## config.mk

```make
export PLATFORM = sky130hd
export DESIGN_NAME = telemetry_frame_with_rate_estimate_flat
export DESIGN_NICKNAME = d
export VERILOG_FILES = /design/src/tfre_pkg.sv /design/src/tfre_if.sv /design/src/tfre_front.sv /design/src/tfre_fifo.sv /design/src/tfre_back.sv /design/src/telemetry_frame_with_rate_estimate.sv /design/src/flat_wrapper.sv
export SDC_FILE = /design/constraint.sdc
export NUM_CORES = 1
export LEC_CHECK = 0
export BUFFER_PORTS_ARGS = -buffer_cell sky130_fd_sc_hd__buf_2
export CORE_ASPECT_RATIO = 0.7
export CORE_UTILIZATION = 50
export CTS_CLUSTER_SIZE = 14
export DETAILED_ROUTE_END_ITERATION = 7
export PLACE_DENSITY = 0.73
export SLEW_MARGIN = 20
export SYNTH_ARGS = -nofsm -noshare
export SYNTH_HDL_FRONTEND = slang
export SYNTH_HIERARCHICAL = 1
export SYNTH_SLANG_ARGS = --single-unit
```

## constraint.sdc

```tcl
create_clock -name clk -period 11.48 [get_ports clk]
set_input_delay 1.148 -clock clk [delete_from_list [all_inputs] [get_ports clk]]
set_output_delay 1.148 -clock clk [all_outputs]
set_load 0.01 [all_outputs]
```

## src/tfre_pkg.sv

```systemverilog
// shared types, constants and helpers for the telemetry frame builder
`default_nettype none
package tfre_pkg;

  localparam int unsigned FRAME_LEN  = 20;
  localparam int unsigned IDX_W      = $clog2(FRAME_LEN);
  localparam int unsigned ANGLE_W    = 16;
  localparam int unsigned DIFF_W     = 18;
  localparam int unsigned CFG_IDX_W  = 8;
  localparam int unsigned CFG_DATA_W = 16;
  localparam int unsigned QDEPTH     = 2;
  localparam int unsigned QPTR_W     = $clog2(QDEPTH);
  localparam int unsigned QCNT_W     = $clog2(QDEPTH + 1);

  localparam logic [CFG_IDX_W-1:0] REG_WRAP_SPAN      = CFG_IDX_W'(0);
  localparam logic [CFG_IDX_W-1:0] REG_WRAP_THRESHOLD = CFG_IDX_W'(1);

  localparam logic [CFG_DATA_W-1:0] WRAP_SPAN_RESET      = 16'd4000;
  localparam logic [CFG_DATA_W-1:0] WRAP_THRESHOLD_RESET = 16'd3000;

  localparam logic [7:0] SYNC_HI = 8'h5A;
  localparam logic [7:0] SYNC_LO = 8'hA5;
  localparam logic [7:0] TAIL_CR = 8'h0D;
  localparam logic [7:0] TAIL_LF = 8'h0A;

  localparam logic [IDX_W-1:0] LAST_IDX = IDX_W'(FRAME_LEN - 1);

  typedef struct packed {
    logic [31:0]        position;
    logic [31:0]        speed;
    logic [ANGLE_W-1:0] angle;
    logic [31:0]        rate;
    logic [7:0]         flag;
  } frame_t;

  typedef struct packed {
    logic full;
    logic empty;
  } q_status_t;

  function automatic logic [7:0] frame_byte_at(frame_t f, logic [IDX_W-1:0] idx);
    logic [7:0] b;
    b = 8'h00;
    case (idx)
      5'd0:    b = SYNC_HI;
      5'd1:    b = SYNC_LO;
      5'd2:    b = f.position[31:24];
      5'd3:    b = f.position[23:16];
      5'd4:    b = f.position[15:8];
      5'd5:    b = f.position[7:0];
      5'd6:    b = f.speed[31:24];
      5'd7:    b = f.speed[23:16];
      5'd8:    b = f.speed[15:8];
      5'd9:    b = f.speed[7:0];
      5'd10:   b = f.angle[15:8];
      5'd11:   b = f.angle[7:0];
      5'd12:   b = f.rate[31:24];
      5'd13:   b = f.rate[23:16];
      5'd14:   b = f.rate[15:8];
      5'd15:   b = f.rate[7:0];
      5'd16:   b = f.flag;
      5'd17:   b = f.flag;
      5'd18:   b = TAIL_CR;
      5'd19:   b = TAIL_LF;
      default: b = 8'h00;
    endcase
    return b;
  endfunction

endpackage
`default_nettype wire

```

## src/tfre_if.sv

```systemverilog
// channel interfaces: tick input, frame byte output, register writes
`default_nettype none
interface tfre_in_if #(parameter int unsigned ANGLE_BITS = 12);
  logic                  valid;
  logic                  ready;
  logic [31:0]           cart_position;
  logic [ANGLE_BITS-1:0] angle_sample;
  logic [7:0]            status_flag;
  modport source (output valid, output cart_position, output angle_sample,
                  output status_flag, input ready);
  modport sink   (input valid, input cart_position, input angle_sample,
                  input status_flag, output ready);
endinterface

interface tfre_out_if;
  logic       valid;
  logic       ready;
  logic [7:0] frame_byte;
  logic       frame_last;
  modport source (output valid, output frame_byte, output frame_last, input ready);
  modport sink   (input valid, input frame_byte, input frame_last, output ready);
endinterface

interface tfre_cfg_if;
  logic        valid;
  logic        ready;
  logic [7:0]  index;
  logic [15:0] data;
  modport source (output valid, output index, output data, input ready);
  modport sink   (input valid, input index, input data, output ready);
endinterface
`default_nettype wire

```

## src/tfre_front.sv

```systemverilog
// front end: config registers, tick accept, speed and angular rate, queue push
`default_nettype none
module tfre_front #(
  parameter int unsigned ANGLE_BITS = 12
) (
  input  wire                   clk,
  input  wire                   rst_n,
  tfre_in_if.sink               in_ch,
  tfre_cfg_if.sink              cfg_ch,
  input  tfre_pkg::q_status_t   q_status,
  output logic                  push,
  output tfre_pkg::frame_t      push_data
);
  import tfre_pkg::*;

  logic [CFG_DATA_W-1:0] wrap_span_r;
  logic [CFG_DATA_W-1:0] wrap_thr_r;
  logic [31:0]           last_pos_r;
  logic [ANGLE_BITS-1:0] last_ang_r;

  logic signed [DIFF_W-1:0] diff;
  logic signed [DIFF_W-1:0] thr_s;
  logic signed [DIFF_W-1:0] span_s;
  logic signed [DIFF_W-1:0] step1;
  logic signed [DIFF_W-1:0] step2;

  assign cfg_ch.ready = 1'b1;
  assign in_ch.ready  = !q_status.full;
  assign push         = in_ch.valid && !q_status.full;

  always_ff @(posedge clk) begin
    if (!rst_n) begin
      wrap_span_r <= WRAP_SPAN_RESET;
      wrap_thr_r  <= WRAP_THRESHOLD_RESET;
    end else if (cfg_ch.valid) begin
      unique case (cfg_ch.index)
        REG_WRAP_SPAN:      wrap_span_r <= cfg_ch.data;
        REG_WRAP_THRESHOLD: wrap_thr_r  <= cfg_ch.data;
        default: ;
      endcase
    end
  end

  // wrap-corrected angle difference
  always_comb begin
    diff   = signed'(DIFF_W'(in_ch.angle_sample)) - signed'(DIFF_W'(last_ang_r));
    thr_s  = signed'(DIFF_W'(wrap_thr_r));
    span_s = signed'(DIFF_W'(wrap_span_r));
    step1  = (diff > thr_s) ? (diff - span_s) : diff;
    step2  = (step1 < -thr_s) ? (step1 + span_s) : step1;
  end

  always_comb begin
    push_data.position = in_ch.cart_position;
    push_data.speed    = in_ch.cart_position - last_pos_r;
    push_data.angle    = ANGLE_W'(in_ch.angle_sample);
    push_data.rate     = {{(32-DIFF_W){step2[DIFF_W-1]}}, step2};
    push_data.flag     = in_ch.status_flag;
  end

  always_ff @(posedge clk) begin
    if (!rst_n) begin
      last_pos_r <= '0;
      last_ang_r <= '0;
    end else if (push) begin
      last_pos_r <= in_ch.cart_position;
      last_ang_r <= in_ch.angle_sample;
    end
  end

endmodule
`default_nettype wire

```

## src/tfre_fifo.sv

```systemverilog
// short frame queue between front end and serializer
`default_nettype none
module tfre_fifo (
  input  wire                   clk,
  input  wire                   rst_n,
  input  wire                   push,
  input  tfre_pkg::frame_t      push_data,
  input  wire                   pop,
  output tfre_pkg::frame_t      head,
  output tfre_pkg::q_status_t   status
);
  import tfre_pkg::*;

  frame_t            mem_r [QDEPTH];
  logic [QPTR_W-1:0] wr_ptr_r;
  logic [QPTR_W-1:0] rd_ptr_r;
  logic [QCNT_W-1:0] count_r;
  logic              do_push;
  logic              do_pop;

  assign status.full  = (count_r == QCNT_W'(QDEPTH));
  assign status.empty = (count_r == '0);
  assign do_push      = push && !status.full;
  assign do_pop       = pop && !status.empty;
  assign head         = mem_r[rd_ptr_r];

  always_ff @(posedge clk) begin
    if (do_push) begin
      mem_r[wr_ptr_r] <= push_data;
    end
  end

  always_ff @(posedge clk) begin
    if (!rst_n) begin
      wr_ptr_r <= '0;
      rd_ptr_r <= '0;
      count_r  <= '0;
    end else begin
      if (do_push) begin
        wr_ptr_r <= (wr_ptr_r == QPTR_W'(QDEPTH - 1)) ? '0 : wr_ptr_r + 1'b1;
      end
      if (do_pop) begin
        rd_ptr_r <= (rd_ptr_r == QPTR_W'(QDEPTH - 1)) ? '0 : rd_ptr_r + 1'b1;
      end
      if (do_push && !do_pop) begin
        count_r <= count_r + 1'b1;
      end else if (do_pop && !do_push) begin
        count_r <= count_r - 1'b1;
      end
    end
  end

endmodule
`default_nettype wire

```

## src/tfre_back.sv

```systemverilog
// back end: serializes one queued frame into twenty output beats
`default_nettype none
module tfre_back (
  input  wire                   clk,
  input  wire                   rst_n,
  input  tfre_pkg::frame_t      head,
  input  tfre_pkg::q_status_t   q_status,
  output logic                  pop,
  tfre_out_if.source            out_ch
);
  import tfre_pkg::*;

  frame_t           frame_r;
  logic [IDX_W-1:0] idx_r;
  logic             active_r;
  logic             out_valid_r;
  logic [7:0]       out_byte_r;
  logic             out_last_r;
  logic             adv;
  logic             finishing;

  assign adv       = !out_valid_r || out_ch.ready;
  assign finishing = active_r && adv && (idx_r == LAST_IDX);
  assign pop       = !q_status.empty && (!active_r || finishing);

  assign out_ch.valid      = out_valid_r;
  assign out_ch.frame_byte = out_byte_r;
  assign out_ch.frame_last = out_last_r;

  always_ff @(posedge clk) begin
    if (!rst_n) begin
      active_r    <= 1'b0;
      out_valid_r <= 1'b0;
      idx_r       <= '0;
    end else begin
      if (adv) begin
        out_valid_r <= active_r;
      end
      if (pop) begin
        active_r <= 1'b1;
        idx_r    <= '0;
      end else if (finishing) begin
        active_r <= 1'b0;
      end else if (active_r && adv) begin
        idx_r <= idx_r + 1'b1;
      end
    end
  end

  always_ff @(posedge clk) begin
    if (pop) begin
      frame_r <= head;
    end
    if (adv && active_r) begin
      out_byte_r <= frame_byte_at(frame_r, idx_r);
      out_last_r <= (idx_r == LAST_IDX);
    end
  end

endmodule
`default_nettype wire

```

## src/telemetry_frame_with_rate_estimate.sv

```systemverilog
// top level: telemetry frame builder with cart speed and angular rate
//
// in_ch takes one report tick per beat (cart position, angle sample, status
// byte). out_ch sends the 20-byte big-endian frame for that tick, one byte
// per beat, frame_last high on the final 0D 0A byte. cfg_ch writes
// wrap_span (index 0) and wrap_threshold (index 1); other indexes are
// dropped; cfg_ch is always ready.
// A tick is written into the frame queue, popped into the serializer's
// frame register, and each byte is registered before out_ch. The
// serializer sends one byte per cycle while out_ch is ready; a two-entry frame
// queue lets ticks be taken while an earlier frame is still going out.
// Reset clears the previous position and angle to zero, loads wrap_span
// with 4000 and wrap_threshold with 3000, and empties the queue.
// When out_ch stalls the current byte holds; once the queue fills, in_ch
// ready drops until a frame finishes.
`default_nettype none
module telemetry_frame_with_rate_estimate #(
  parameter int unsigned ANGLE_BITS = 12
) (
  input  wire  clk,
  input  wire  rst_n,
  tfre_in_if.sink    in_ch,
  tfre_out_if.source out_ch,
  tfre_cfg_if.sink   cfg_ch
);
  import tfre_pkg::*;

  q_status_t q_status;
  logic      push;
  logic      pop;
  frame_t    push_data;
  frame_t    head;

  tfre_front #(.ANGLE_BITS(ANGLE_BITS)) u_front (
    .clk       (clk),
    .rst_n     (rst_n),
    .in_ch     (in_ch),
    .cfg_ch    (cfg_ch),
    .q_status  (q_status),
    .push      (push),
    .push_data (push_data)
  );

  tfre_fifo u_fifo (
    .clk       (clk),
    .rst_n     (rst_n),
    .push      (push),
    .push_data (push_data),
    .pop       (pop),
    .head      (head),
    .status    (q_status)
  );

  tfre_back u_back (
    .clk      (clk),
    .rst_n    (rst_n),
    .head     (head),
    .q_status (q_status),
    .pop      (pop),
    .out_ch   (out_ch)
  );

endmodule
`default_nettype wire

```

## src/flat_wrapper.sv

```systemverilog
// flat-port wrapper written by rule: the top's interface ports become plain ports
module telemetry_frame_with_rate_estimate_flat import tfre_pkg::*;
#(
  parameter int unsigned ANGLE_BITS = 12
)
  (clk, rst_n, in_ch_valid, in_ch_cart_position, in_ch_angle_sample, in_ch_status_flag, in_ch_ready, out_ch_valid, out_ch_frame_byte, out_ch_frame_last, out_ch_ready, cfg_ch_valid, cfg_ch_index, cfg_ch_data, cfg_ch_ready);
  tfre_in_if #(.ANGLE_BITS(ANGLE_BITS)) in_ch_i ();
  tfre_out_if out_ch_i ();
  tfre_cfg_if cfg_ch_i ();
  input  wire clk;
  input  wire rst_n;
  input wire logic [$bits(in_ch_i.valid)-1:0] in_ch_valid;
  input wire logic [$bits(in_ch_i.cart_position)-1:0] in_ch_cart_position;
  input wire logic [$bits(in_ch_i.angle_sample)-1:0] in_ch_angle_sample;
  input wire logic [$bits(in_ch_i.status_flag)-1:0] in_ch_status_flag;
  output wire logic [$bits(in_ch_i.ready)-1:0] in_ch_ready;
  output wire logic [$bits(out_ch_i.valid)-1:0] out_ch_valid;
  output wire logic [$bits(out_ch_i.frame_byte)-1:0] out_ch_frame_byte;
  output wire logic [$bits(out_ch_i.frame_last)-1:0] out_ch_frame_last;
  input wire logic [$bits(out_ch_i.ready)-1:0] out_ch_ready;
  input wire logic [$bits(cfg_ch_i.valid)-1:0] cfg_ch_valid;
  input wire logic [$bits(cfg_ch_i.index)-1:0] cfg_ch_index;
  input wire logic [$bits(cfg_ch_i.data)-1:0] cfg_ch_data;
  output wire logic [$bits(cfg_ch_i.ready)-1:0] cfg_ch_ready;
  assign in_ch_i.valid = in_ch_valid;
  assign in_ch_i.cart_position = in_ch_cart_position;
  assign in_ch_i.angle_sample = in_ch_angle_sample;
  assign in_ch_i.status_flag = in_ch_status_flag;
  assign in_ch_ready = in_ch_i.ready;
  assign out_ch_valid = out_ch_i.valid;
  assign out_ch_frame_byte = out_ch_i.frame_byte;
  assign out_ch_frame_last = out_ch_i.frame_last;
  assign out_ch_i.ready = out_ch_ready;
  assign cfg_ch_i.valid = cfg_ch_valid;
  assign cfg_ch_i.index = cfg_ch_index;
  assign cfg_ch_i.data = cfg_ch_data;
  assign cfg_ch_ready = cfg_ch_i.ready;
  telemetry_frame_with_rate_estimate #(.ANGLE_BITS(ANGLE_BITS)) u_core (.clk(clk), .rst_n(rst_n), .in_ch(in_ch_i), .out_ch(out_ch_i), .cfg_ch(cfg_ch_i));
endmodule
```

==> flow_summary.ini <==
[sta]
setup_viol = 0
relSlewSlack_pct = 26.0
fmax_mhz = 122
min_period_over_period_pct = 71.2
period_minus_slack_ns = 8.18
hold_viol_final = 0
rsz0062_at_grt = false
slew_viol_final = 0
tightest_slew_ns = 1.11
tns_ns = 0
clock_skew_ns = 0.0245

[synth]
seq_area_frac_synth_pct = 56.3
synth-simple-area-share_pct = 8.48
synth-seq-cells = 457
yosysTopAreaCell = edfxtp_1
synth_area_sq_mm = 0.0228
avgSynthCellArea_sq_um = 12.5
ys.warnings.count = 6
synth_top_family_by_area = compound AO/OA/AOI/OAI gates
synth_edf_count = 369
synth_flop_cell = edfxtp_1
muxShareOfSynthArea_pct = 9.30
yosysUniqueCellTypes = 95
yosys.area_share.adder_pct = 6.66
synth-async-reset-ratio_pct = 0
synth_area_leaders = edfxtp_1 (49%), dfxtp_1 (7.7%), ha_1 (6.3%)
synth_compound_area_share_pct = 10.7
postSynthCellCount = 1825
synth_top_area_share_pct = 48.6
synth_xor_area_share_pct = 2.88

[global_routing]
first_global_vias = 13853
track_usage_pct = 22.6
grt_max_degree = 85
grt_pass1_wl_mm = 80.8
overflow = 0
antenna_found_initial = 1

[cts]
root_buffer = clkbuf_16
ctsHoldBuffers = 0
cts.repair.resized = 0
clkSlewWorstSetupHoldPaths_ns = 0.06
cts_setup_buffers = 0
clk_latency_ns = 0.57
cts_tree = done
cts.sinks = 457
htreeDepth = 2
clk_path_buf_depth = 3
cts_buffers = 45

[setup_path]
crit_path_end_kind = flip-flop
path_depth = 28
crit_buf_inv = 1
worstPathArrival_ns = 8.47
r2r_start = u_core/u_front/last_ang_r[2]
crit_fanout = 18
r2r_setup_slack_ns = 3.67
startpoint_type = primary input
worstSetupStartpoint = in_ch_angle_sample[2]
slowest_stage = or3b_2
crit_path_end = u_core/u_fifo/mem_r[1][12]
required_ns = 11.77
r2r_end = u_core/u_fifo/mem_r[1][12]
slowest_delay_ns = 0.50
worst-setup-path-type = primary input to flip-flop
r2r_cells = 28
cp_top_family = compound AO/OA/AOI/OAI gates

[run]
cap_violations = 0

[pwr]
p_per_area_mw_per_mm2 = 235
seq_power_share_pct = 45.2
clkPwrFrac_pct = 26.2
switching_share_pct = 31.6
leakage_nw = 9.13
switchingPower_mw = 1.84
power_mw = 5.84
vdd_drop_max_mv = 0.124
p_int_mw = 4.00
p_comb_share_pct = 28.6

[detailed_routing]
drt_wl_total_mm = 52.5
antenna_left = 0
first_iter_violations = 1201
routedWlPerCell_um = 21.0
firstDrtPassIters = 6
routed-via-count = 14135
drcViolationCount = 0
vias_per_cell = 5.66

[die]
io_pins = 93
initial_core_util_pct = 50.7
rows = 65
die_h_um = 181
dieArea_sq_mm = 0.0465
coreArea_sq_mm = 0.0451
die_w_um = 257

[status]
status = completed

[place]
portBuffers = 91
dp.cells = 2413
place.gp.congestion = 0.908
post-dp-hpwl_mm = 37.0

[finish]
drive_gt1_share_pct = 13.1
final_util_pct = 55.1
fin_cells = 2496
syn_to_final_growth_pct = 8.85
fin_nets = 2057
num-fill-cells = 3719

[min_path]
hp-class = flip-flop to flip-flop
## worst reg2reg max path: cells and delay by family, from the launching register on
kind            cells  cell delay [ns]
compound gates     17             3.58
simple gates        4             1.29
mux                 3             1.23
fa+ha+maj           3             1.06
flops               1             0.33
buf+inv             1             0.04
## through the flow
step / setup slack (ns) / hold WS (ns) / cell area [sq um]
floorplan: 3.25 / 0.443 / 22800
global placement: 3.13 / 0.452 / 23300
detailed placement: 2.96 / 0.459 / 23300
CTS: 3.49 / 0.468 / 24800
global route: 3.00 / 0.492 / 24800
finish: 3.30 / 0.465 / 24800
## routing by layer
layer | part of all wire (%) | global-route usage, % | up-vias
li1 | - | - | 6716
met1 | 47 | 33.1 | 6918
met2 | 43 | 33.5 | 439
met3 | 7.7 | 5.92 | 62
met4 | 1.8 | 4.95 | 0
met5 | 0 | 0 | -
## sequential cells by signal, summed over array words and instances (netlist names), 2 cells and up, named ones only
| name | flops |
|---|---|
| u_core/u_front/wrap_thr_r | 16 |
| u_core/u_back/frame_r | 120 |
| u_core/u_front/wrap_span_r | 16 |
| u_core/u_fifo/count_r | 2 |
| u_core/u_fifo/mem_r | 240 |
| u_core/u_front/last_ang_r | 12 |
| u_core/u_back/out_ch.frame_byte | 8 |
| u_core/u_back/idx_r | 5 |
| u_core/u_front/last_pos_r | 32 |
## cells by family (layout without fill, tap and decap cells)
kind of cell               count (synthesis)  after routing
DFF                                      457            457
and+or+nand+nor                          397            397
AOI/OAI and AO/OA                        347            347
buffers and inverters                    238            302
muxes                                    190            190
adders and majority gates                119            119
xor gates and xnor gates                  75             75
other                                      2              6
## cells in the mapped netlist, types with 17 or more instances
library cell / count
xor2_1: 25
mux2i_1: 47
dfxtp_1: 88
nand3_1: 26
a21boi_0: 51
a21oi_1: 65
ha_1: 115
mux2_2: 31
edfxtp_1: 369
inv_1: 109
buf_4: 72
nor2b_1: 40
clkbuf_1: 25
xnor2_1: 50
nor2_1: 66
o21a_1: 21
buf_6: 17
o21ai_0: 55
mux2_1: 101
a21o_1: 25
nand2_1: 161
## power groups by stage
stage | registers [mW] | logic [mW] | clock network (mW)
after global routing | 2.68 | 1.82 | 1.63
after detailed placement | 2.67 | 1.64 | 0
after global placement | 2.66 | 1.61 | 0
final | 2.64 | 1.67 | 1.53
after CTS | 2.64 | 1.66 | 1.56
after floorplan | 2.60 | 1.28 | 0
## area by class of cell
cell class	instances	area [sq um]	area share, %
antenna	1	2.50	0.0101
clock buffer	54	1180	4.75
clock inverter	28	345	1.39
inverter	113	424	1.71
multi-input combinational	1133	8710	35.1
sequential	457	12800	51.7
tap	603	754	3.04
timing repair buffer	107	576	2.32
## cell usage in the layout (no fill, tap or decap), types with 6 or more instances in the layout
cell       instances
nand2_1          161
or3_1              6
o31ai_1            7
a21o_1            25
a21oi_1           65
clkbuf_1           8
bufinv_16          7
nor4_1             8
o21ai_1            7
mux2i_1           47
and3_1             9
o211ai_1          13
nor2_1            64
nand3_1           25
clkinv_1           9
mux2_4            11
mux2_2            31
a21boi_0          51
clkbuf_16         46
nor2b_1           40
nand2b_1           7
and2_1             8
o21ai_0           55
or2_2              6
buf_4             16
a31oi_1           12
ha_1             115
inv_1            109
dfxtp_1           87
o21a_1            21
mux2_1           101
buf_2             91
a211oi_1           7
nand4_1           16
xnor2_1           50
xor2_1            25
nor3_1            15
a22oi_1           12
edfxtp_1         369
## worst min-delay path by stage
stage / start / endpoint / cells past startpoint
after floorplan: u_core/u_front/last_pos_r[23] / u_core/u_front/last_pos_r[23] / 2
after global placement: u_core/u_front/last_pos_r[10] / u_core/u_front/last_pos_r[10] / 2
after detailed placement: u_core/u_front/last_pos_r[23] / u_core/u_front/last_pos_r[23] / 2
after CTS: u_core/u_front/last_pos_r[23] / u_core/u_front/last_pos_r[23] / 2
after global routing: u_core/u_front/last_pos_r[7] / u_core/u_front/last_pos_r[7] / 2
final: u_core/u_front/last_pos_r[23] / u_core/u_front/last_pos_r[23] / 2
No activity file was read; power rests on OpenSTA's default activity.
